$ cat config.mk
export PLATFORM = sky130hd
export DESIGN_NAME = keyed_slot_table
export DESIGN_NICKNAME = d
export VERILOG_FILES = /design/src/kst_pkg.sv /design/src/keyed_slot_table.sv /design/src/kst_ctrl.sv /design/src/kst_dp.sv
export SDC_FILE = /design/constraint.sdc
export NUM_CORES = 2
export LEC_CHECK = 0
export BUFFER_PORTS_ARGS = -buffer_cell sky130_fd_sc_hd__buf_4
export CAP_MARGIN = 5
export CORE_MARGIN = 2
export CORE_UTILIZATION = 40
export DETAILED_ROUTE_END_ITERATION = 8
export PLACE_DENSITY = 0.57
export SLEW_MARGIN = 10
export SYNTH_ARGS = -nofsm -noshare
export SYNTH_HDL_FRONTEND = slang
export SYNTH_SLANG_ARGS = --single-unit
$ cat constraint.sdc
create_clock -name clk -period 7.15 [get_ports clk]
set_input_delay 1.0725 -clock clk [delete_from_list [all_inputs] [get_ports clk]]
set_output_delay 1.0725 -clock clk [all_outputs]
set_load 0.03 [all_outputs]
$ cat src/kst_pkg.sv
`timescale 1ns / 1ps
// ----------------------------------------------------------------------------
// kst_pkg
// Shared constants, codes and controller/datapath interface types for the
// keyed slot table.
// ----------------------------------------------------------------------------
package kst_pkg;

  localparam int TABLE_DEPTH = 64;
  localparam int IDX_W       = (TABLE_DEPTH > 1) ? $clog2(TABLE_DEPTH) : 1;

  localparam int CMD_W  = 2;
  localparam int KEY_W  = 16;
  localparam int PAY_W  = 32;
  localparam int CAT_W  = 2;
  localparam int STS_W  = 2;
  localparam int SLOT_W = 6;

  localparam logic [CMD_W-1:0] CMD_INSERT = 2'd0;
  localparam logic [CMD_W-1:0] CMD_LOOKUP = 2'd1;
  localparam logic [CMD_W-1:0] CMD_REMOVE = 2'd2;
  localparam logic [CMD_W-1:0] CMD_NEXT   = 2'd3;

  localparam logic [STS_W-1:0] ST_OK   = 2'd0;
  localparam logic [STS_W-1:0] ST_MISS = 2'd1;
  localparam logic [STS_W-1:0] ST_BAD  = 2'd2;

  localparam logic [KEY_W-1:0] KEY_MAX = '1;

  typedef struct packed {
    logic load;
    logic scan;
    logic fin;
  } ctl_t;

  typedef struct packed {
    logic last;
  } sts_t;

endpackage

$ cat src/keyed_slot_table.sv
`timescale 1ns / 1ps
// ----------------------------------------------------------------------------
// keyed_slot_table
// Keyed table of slots: insert into first free slot, lookup, remove, next key.
//
// Usage:
//   A request (cmd, key, payload, category) is taken on a clock edge where
//   start is high and busy is low. busy rises on the following cycle.
//   Each request scans every slot, one per cycle through the key memory
//   read port, then passes a drain state and a finish state. The result
//   (status, slot, next_key) is shown with done high for exactly one
//   cycle, registered from the finish state. busy is already low in the done
//   cycle, so a new request may be taken there, but none while busy is high.
//   The receiver cannot hold results off; each result must be captured in
//   its done cycle. Outputs hold their last value otherwise.
//   Reset (rst, synchronous) empties the table, clears the valid and written
//   flags and returns the sequencer to idle.
// ----------------------------------------------------------------------------
module keyed_slot_table (
  input  logic                        clk,
  input  logic                        rst,
  input  logic                        start,
  output logic                        busy,
  input  logic [kst_pkg::CMD_W-1:0]   cmd,
  input  logic [kst_pkg::KEY_W-1:0]   key,
  input  logic [kst_pkg::PAY_W-1:0]   payload,
  input  logic [kst_pkg::CAT_W-1:0]   category,
  output logic                        done,
  output logic [kst_pkg::STS_W-1:0]   status,
  output logic [kst_pkg::SLOT_W-1:0]  slot,
  output logic [kst_pkg::KEY_W-1:0]   next_key
);
  import kst_pkg::*;

  ctl_t ctl;
  sts_t sts;

  kst_ctrl u_ctrl (
    .clk   (clk),
    .rst   (rst),
    .start (start),
    .busy  (busy),
    .sts   (sts),
    .ctl   (ctl)
  );

  kst_dp u_dp (
    .clk      (clk),
    .rst      (rst),
    .ctl      (ctl),
    .sts      (sts),
    .cmd      (cmd),
    .key      (key),
    .payload  (payload),
    .category (category),
    .done     (done),
    .status   (status),
    .slot     (slot),
    .next_key (next_key)
  );

  a_done_idle: assert property (@(posedge clk) disable iff (rst)
    done |-> !busy)
    else $error("result strobe while busy");

  a_accept_busy: assert property (@(posedge clk) disable iff (rst)
    (start && !busy) |=> busy)
    else $error("request taken but not busy");

  a_status_code: assert property (@(posedge clk) disable iff (rst)
    done |-> (status == ST_OK || status == ST_MISS || status == ST_BAD))
    else $error("bad status code");

  a_next_key_ok: assert property (@(posedge clk) disable iff (rst)
    (done && next_key != '0) |-> (status == ST_OK && slot == '0))
    else $error("next key with non-ok status");

endmodule

$ cat src/kst_ctrl.sv
`timescale 1ns / 1ps
// ----------------------------------------------------------------------------
// kst_ctrl
// Request sequencer: load, slot scan, pipeline drain, finish.
// ----------------------------------------------------------------------------
module kst_ctrl (
  input  logic         clk,
  input  logic         rst,
  input  logic         start,
  output logic         busy,
  input  kst_pkg::sts_t sts,
  output kst_pkg::ctl_t ctl
);
  import kst_pkg::*;

  typedef enum logic [3:0] {
    S_IDLE  = 4'b0001,
    S_SCAN  = 4'b0010,
    S_DRAIN = 4'b0100,
    S_FIN   = 4'b1000
  } state_t;

  state_t state, state_next;

  always_ff @(posedge clk) begin
    if (rst) begin
      state <= S_IDLE;
    end else begin
      state <= state_next;
    end
  end

  always_comb begin
    state_next = state;
    ctl        = '0;
    busy       = 1'b1;
    case (state)
      S_IDLE: begin
        busy = 1'b0;
        if (start) begin
          ctl.load   = 1'b1;
          state_next = S_SCAN;
        end
      end
      S_SCAN: begin
        ctl.scan = 1'b1;
        if (sts.last) begin
          state_next = S_DRAIN;
        end
      end
      S_DRAIN: begin
        state_next = S_FIN;
      end
      S_FIN: begin
        ctl.fin    = 1'b1;
        state_next = S_IDLE;
      end
      default: begin
        state_next = S_IDLE;
      end
    endcase
  end

endmodule

$ cat src/kst_dp.sv
`timescale 1ns / 1ps
// ----------------------------------------------------------------------------
// kst_dp
// Slot storage, scan pipeline (one slot per cycle), result formation.
// ----------------------------------------------------------------------------
module kst_dp (
  input  logic                        clk,
  input  logic                        rst,
  input  kst_pkg::ctl_t               ctl,
  output kst_pkg::sts_t               sts,
  input  logic [kst_pkg::CMD_W-1:0]   cmd,
  input  logic [kst_pkg::KEY_W-1:0]   key,
  input  logic [kst_pkg::PAY_W-1:0]   payload,
  input  logic [kst_pkg::CAT_W-1:0]   category,
  output logic                        done,
  output logic [kst_pkg::STS_W-1:0]   status,
  output logic [kst_pkg::SLOT_W-1:0]  slot,
  output logic [kst_pkg::KEY_W-1:0]   next_key
);
  import kst_pkg::*;

  logic [KEY_W-1:0] key_mem [TABLE_DEPTH];
  logic [PAY_W-1:0] pay_mem [TABLE_DEPTH];
  logic [CAT_W-1:0] cat_mem [TABLE_DEPTH];

  logic [TABLE_DEPTH-1:0] valid;
  logic [TABLE_DEPTH-1:0] written;

  logic [CMD_W-1:0] cmd_q;
  logic [KEY_W-1:0] key_q;
  logic [PAY_W-1:0] payload_q;
  logic [CAT_W-1:0] cat_q;

  logic [IDX_W-1:0] idx;
  logic [IDX_W-1:0] idx_d;
  logic             pv;
  logic [KEY_W-1:0] key_rd;
  logic             found;
  logic [IDX_W-1:0] hit;
  logic [KEY_W-1:0] top;

  logic [KEY_W-1:0] eff_key;
  logic             match;
  logic             arg_bad;
  logic             do_ins;
  logic             do_rem;
  logic [STS_W-1:0] status_next;
  logic [SLOT_W-1:0] slot_next;
  logic [KEY_W-1:0] next_key_next;

  assign sts.last = (idx == IDX_W'(TABLE_DEPTH - 1));

  always_ff @(posedge clk) begin
    if (ctl.load) begin
      cmd_q     <= cmd;
      key_q     <= key;
      payload_q <= payload;
      cat_q     <= category;
    end
  end

  always_ff @(posedge clk) begin
    if (ctl.load) begin
      idx <= '0;
    end else if (ctl.scan) begin
      idx <= idx + 1'b1;
    end
    key_rd <= key_mem[idx];
    idx_d  <= idx;
  end

  always_ff @(posedge clk) begin
    if (rst) begin
      pv <= 1'b0;
    end else begin
      pv <= ctl.scan;
    end
  end

  // never-written keys read as zero
  assign eff_key = written[idx_d] ? key_rd : '0;

  always_comb begin
    if (cmd_q == CMD_INSERT) begin
      match = !valid[idx_d];
    end else begin
      match = valid[idx_d] && (key_rd == key_q) && (key_q != '0);
    end
  end

  always_ff @(posedge clk) begin
    if (ctl.load) begin
      found <= 1'b0;
      hit   <= '0;
      top   <= '0;
    end else if (pv) begin
      if (!found && match) begin
        found <= 1'b1;
        hit   <= idx_d;
      end
      if (eff_key > top) begin
        top <= eff_key;
      end
    end
  end

  assign arg_bad = (key_q == '0) || (cat_q == '0);
  assign do_ins  = ctl.fin && (cmd_q == CMD_INSERT) && !arg_bad && found;
  assign do_rem  = ctl.fin && (cmd_q == CMD_REMOVE) && found;

  always_comb begin
    status_next   = ST_OK;
    slot_next     = '0;
    next_key_next = '0;
    case (cmd_q)
      CMD_INSERT: begin
        if (arg_bad) begin
          status_next = ST_BAD;
        end else if (!found) begin
          status_next = ST_MISS;
        end else begin
          slot_next = SLOT_W'(hit);
        end
      end
      CMD_LOOKUP, CMD_REMOVE: begin
        if (!found) begin
          status_next = ST_MISS;
        end else begin
          slot_next = SLOT_W'(hit);
        end
      end
      CMD_NEXT: begin
        if (top == KEY_MAX) begin
          status_next = ST_BAD;
        end else begin
          next_key_next = top + 1'b1;
        end
      end
      default: begin
        status_next = ST_OK;
      end
    endcase
  end

  always_ff @(posedge clk) begin
    if (rst) begin
      valid   <= '0;
      written <= '0;
      done    <= 1'b0;
    end else begin
      done <= ctl.fin;
      if (do_ins) begin
        valid[hit]   <= 1'b1;
        written[hit] <= 1'b1;
      end else if (do_rem) begin
        valid[hit] <= 1'b0;
      end
    end
  end

  always_ff @(posedge clk) begin
    if (do_ins) begin
      key_mem[hit] <= key_q;
      pay_mem[hit] <= payload_q;
      cat_mem[hit] <= cat_q;
    end
  end

  always_ff @(posedge clk) begin
    if (ctl.fin) begin
      status   <= status_next;
      slot     <= slot_next;
      next_key <= next_key_next;
    end
  end

endmodule
==> impl_results.md <==
- Worst Path Max Fanout: 24
- Leak Pwr: between 15 and 20 nW
- 1st-pass router iterations: 9
- Row cnt: ~130
- H-tree Lvls: 4
- Reg clk slew, reported paths: ~0.060 ns
- Die width: 352.3 um
- Iter 0 DRT Violations: 2678
- Failing checks: DRC
- TritonCTS clock tree: built
- EDFF count, synth: between 1000 and 1500
- Std-Cell Core Area: 120100 um^2
- Final hold vios: 0
- Post-DRT Antenna Nets: 0
- Layout cell share with drive strength beyond 1: 24.93%
- Die Ht: 352.3 um
- GRT Residual Overflow: 0
- Final Cycle Share: a little under three quarters
- Synth unique cells: 52
- Clk buf depth: 3
- Mapped Area: 48530 um^2
- Top FF cell, synth: edfxtp_1
- DRT Wirelength: roughly 120000 um
- Crit-path max cell delay: approximately 1.2 ns
- VDD IR max: 217.0 uV
- WP buf/inv: 0
- Met3 routed WL: approximately 7000 um
- Starting Density: 40.40%
- Port bufs: 48
- Max layer used: met4
- FFs w/ async S/R, synth: 0%
- Skew final: 0.02969 ns
- Hold Path Class: flip-flop to flip-flop
- DRC errors left: 3
- First-pass GRT wire length: between 150000 and 200000 um
- Minimum clock period: 5.075 ns
- Fin Hold WS: 0.4320 ns
- Critical Path Slowest Stage Cell: dfxtp_1
- Setup TNS: 0 ns
- Crit-path cells: mux4_2 > mux4_2 > mux4_2 > and2_1 > ha_1 > nor2b_1 > o21a_1 > o21a_1 > o21ai_1 > a211oi_1 > o21ai_2 > a32o_1
- Fill cells: 10150
- Synthesized flop and latch total: about 1300
- Vias per cell: 5.625
- Wire length on met2: 59300 um
- Total Nets Final: 2628
- DP Wirelength: approximately 68000 um
- Startpoint Class: flip-flop
- Final Max Tran Viols: 0
- Mean post-synth cell area: between 15 and 20 um^2
- Post-synthesis cell count: 2467
- Post-CTS Hold Buffers: 0
- Number of global-route vias before repair: 24940
- Commonest cells after routing, fill and taps aside: edfxtp_1 (1068), mux4_2 (372), dfxtp_1 (180)
- Post-CTS Setup Repair Bufs: 0
- Most frequent cell on the critical path: mux4_2
- Routed len/inst: 27.97 um
- Worst EP required: 7.82 ns
- Yosys Warn Count: 0
- Finished Layout Cells: 4264
- CTS Buf Count: 130
- Initial antenna violation count: 3
- Area of the multi-input gates: between 10000 and 15000 um^2
- Cell count after placement: roughly 4000
- Slew margin rel.: between 10% and 20%
- Clock sinks: 1253
- FMAX: between 150 and 200 MHz
- RSZ-0062 raised after global routing: false
- Max Cap Viol: 0
- Mapped Nets: 2543
- Die area: between 100000 and 150000 um^2
- Synth-to-Final Area Change: 13.25%
- Power density cells: between 200 and 300 nW/um^2
- Register area share after synthesis: 73.72%
- Worst-Margin Slew: around 1.3 ns
- Clk_lat worst skew: 0.75 ns
- Commonest non-fill, non-tap cell in the layout: edfxtp_1
- I/O pin cnt: 81
- Final setup violation count: 0
- Critical path type: flip-flop to flip-flop
- FF/Latch Area: 35790 um^2
- Critical Path AT: 5.74 ns
- Status: finished, violations left
- Crit end category: flip-flop
- GRT Resource Usage Total: 19.20%
- Met1 WL: 50250 um
- Largest net degree at the start of global routing: roughly 130
- Crit path max-delay family: multiplexers
- CTS root buffer: clkbuf_16
- Gates resized, CTS repair: 0
- Final Util: between 40% and 50%
- Via count: between 20000 and 25000
- RD Place Congestion: approximately 0.83
[area by class of cell]
| type | instances | share of cell area (%) |
|---|---|---|
| Clock inverter | 53 | 1.004 |
| Timing Repair Buffer | 92 | 1.355 |
| Multi-Input combinational cell | 988 | 21.62 |
| Sequential cell | 1253 | 65.13 |
| Antenna cell | 1 | 0.004553 |
| Inverter | 87 | 0.5942 |
| Clock buffer | 178 | 6.625 |
| Tap cell | 1612 | 3.670 |
[report_power, final]
part,internal (mW),switching (mW),leakage [nW]
combinational,0.199,0.318,4.15
sequential,7.96,0.0202,11.1
clock,3.90,2.79,2.05
total,12.1,3.12,17.3
[state kept, by name (all words and copies together), names as in the netlist, named ones only]
name	flops
u_dp.key_mem	1024
u_dp.next_key	16
u_dp.cmd_q	2
u_dp.status	2
u_dp.pv	1
u_dp.slot	6
u_dp.idx	6
u_dp.key_rd	16
u_ctrl.state	4
u_dp.found	1
u_dp.key_q	16
u_dp.cat_q	2
u_dp.idx_d	6
u_dp.top	16
u_dp.written	64
u_dp.done	1
u_dp.hit	6
[through the flow]
stage	setup slack (ns)	cell area (um^2)	total power, mW
after detailed placement	1.799	50750	8.668
after global routing	1.896	54950	15.64
final	2.075	54960	15.19
after global placement	1.897	50750	8.651
after CTS	1.778	54950	15.33
after floorplan	1.871	48530	8.478
[cells by family (layout without fill, tap and decap cells)]
family                     Yosys count  in the layout  share of synthesized area, %
DFF                               1253           1253                         73.72
adders and majority gates           21             21                        0.5414
AOI/OAI and AO/OA                  244            244                         2.813
other                                0              1                             0
muxes                              386            386                         17.57
and+or+nand+nor                    303            303                         2.921
buffers and inverters              226            410                         1.825
xor gates and xnor gates            34             34                        0.6136
[final timing paths]
path                 start  slack (ns)            end  cells after the start
min reg2reg    u_dp.idx[5]        0.43  u_dp.idx_d[5]                      0
max reg2reg  u_dp.idx_d[1]        2.07    u_dp.top[3]                     12
min            u_dp.idx[5]        0.43  u_dp.idx_d[5]                      0
max          u_dp.idx_d[1]        2.07    u_dp.top[3]                     12
[synth_stat cells (18+ instances only)]
library cell / number / area share, %
a21oi_1: 137 / 1.4
and2_1: 25 / 0.32
buf_1: 32 / 0.25
clkbuf_1: 99 / 0.77
dfxtp_1: 185 / 7.6
edfxtp_1: 1068 / 66
ha_1: 21 / 0.54
inv_1: 85 / 0.66
mux4_2: 372 / 17
nand2_1: 85 / 0.66
nor2_1: 109 / 0.84
o21ai_0: 30 / 0.31
o21ai_1: 42 / 0.43
xnor2_1: 18 / 0.32
[per-layer routing]
metal  GRT usage, %  vias up
li1               -    10130
met1          25.87    12840
met2          31.67      798
met3          3.793      208
met4          5.761        0
met5              0        -
[worst reg2reg max path, stage by stage (launching register included)]
cell and delay [ns]:
dfxtp_1 1.17, mux4_2 0.43, mux4_2 0.51, mux4_2 0.66
and2_1 0.25, ha_1 0.33, nor2b_1 0.15, o21a_1 0.16
o21a_1 0.16, o21ai_1 0.14, a211oi_1 0.12, o21ai_2 0.63
a32o_1 0.30
Note: power is estimated with default switching activity, not from simulation.
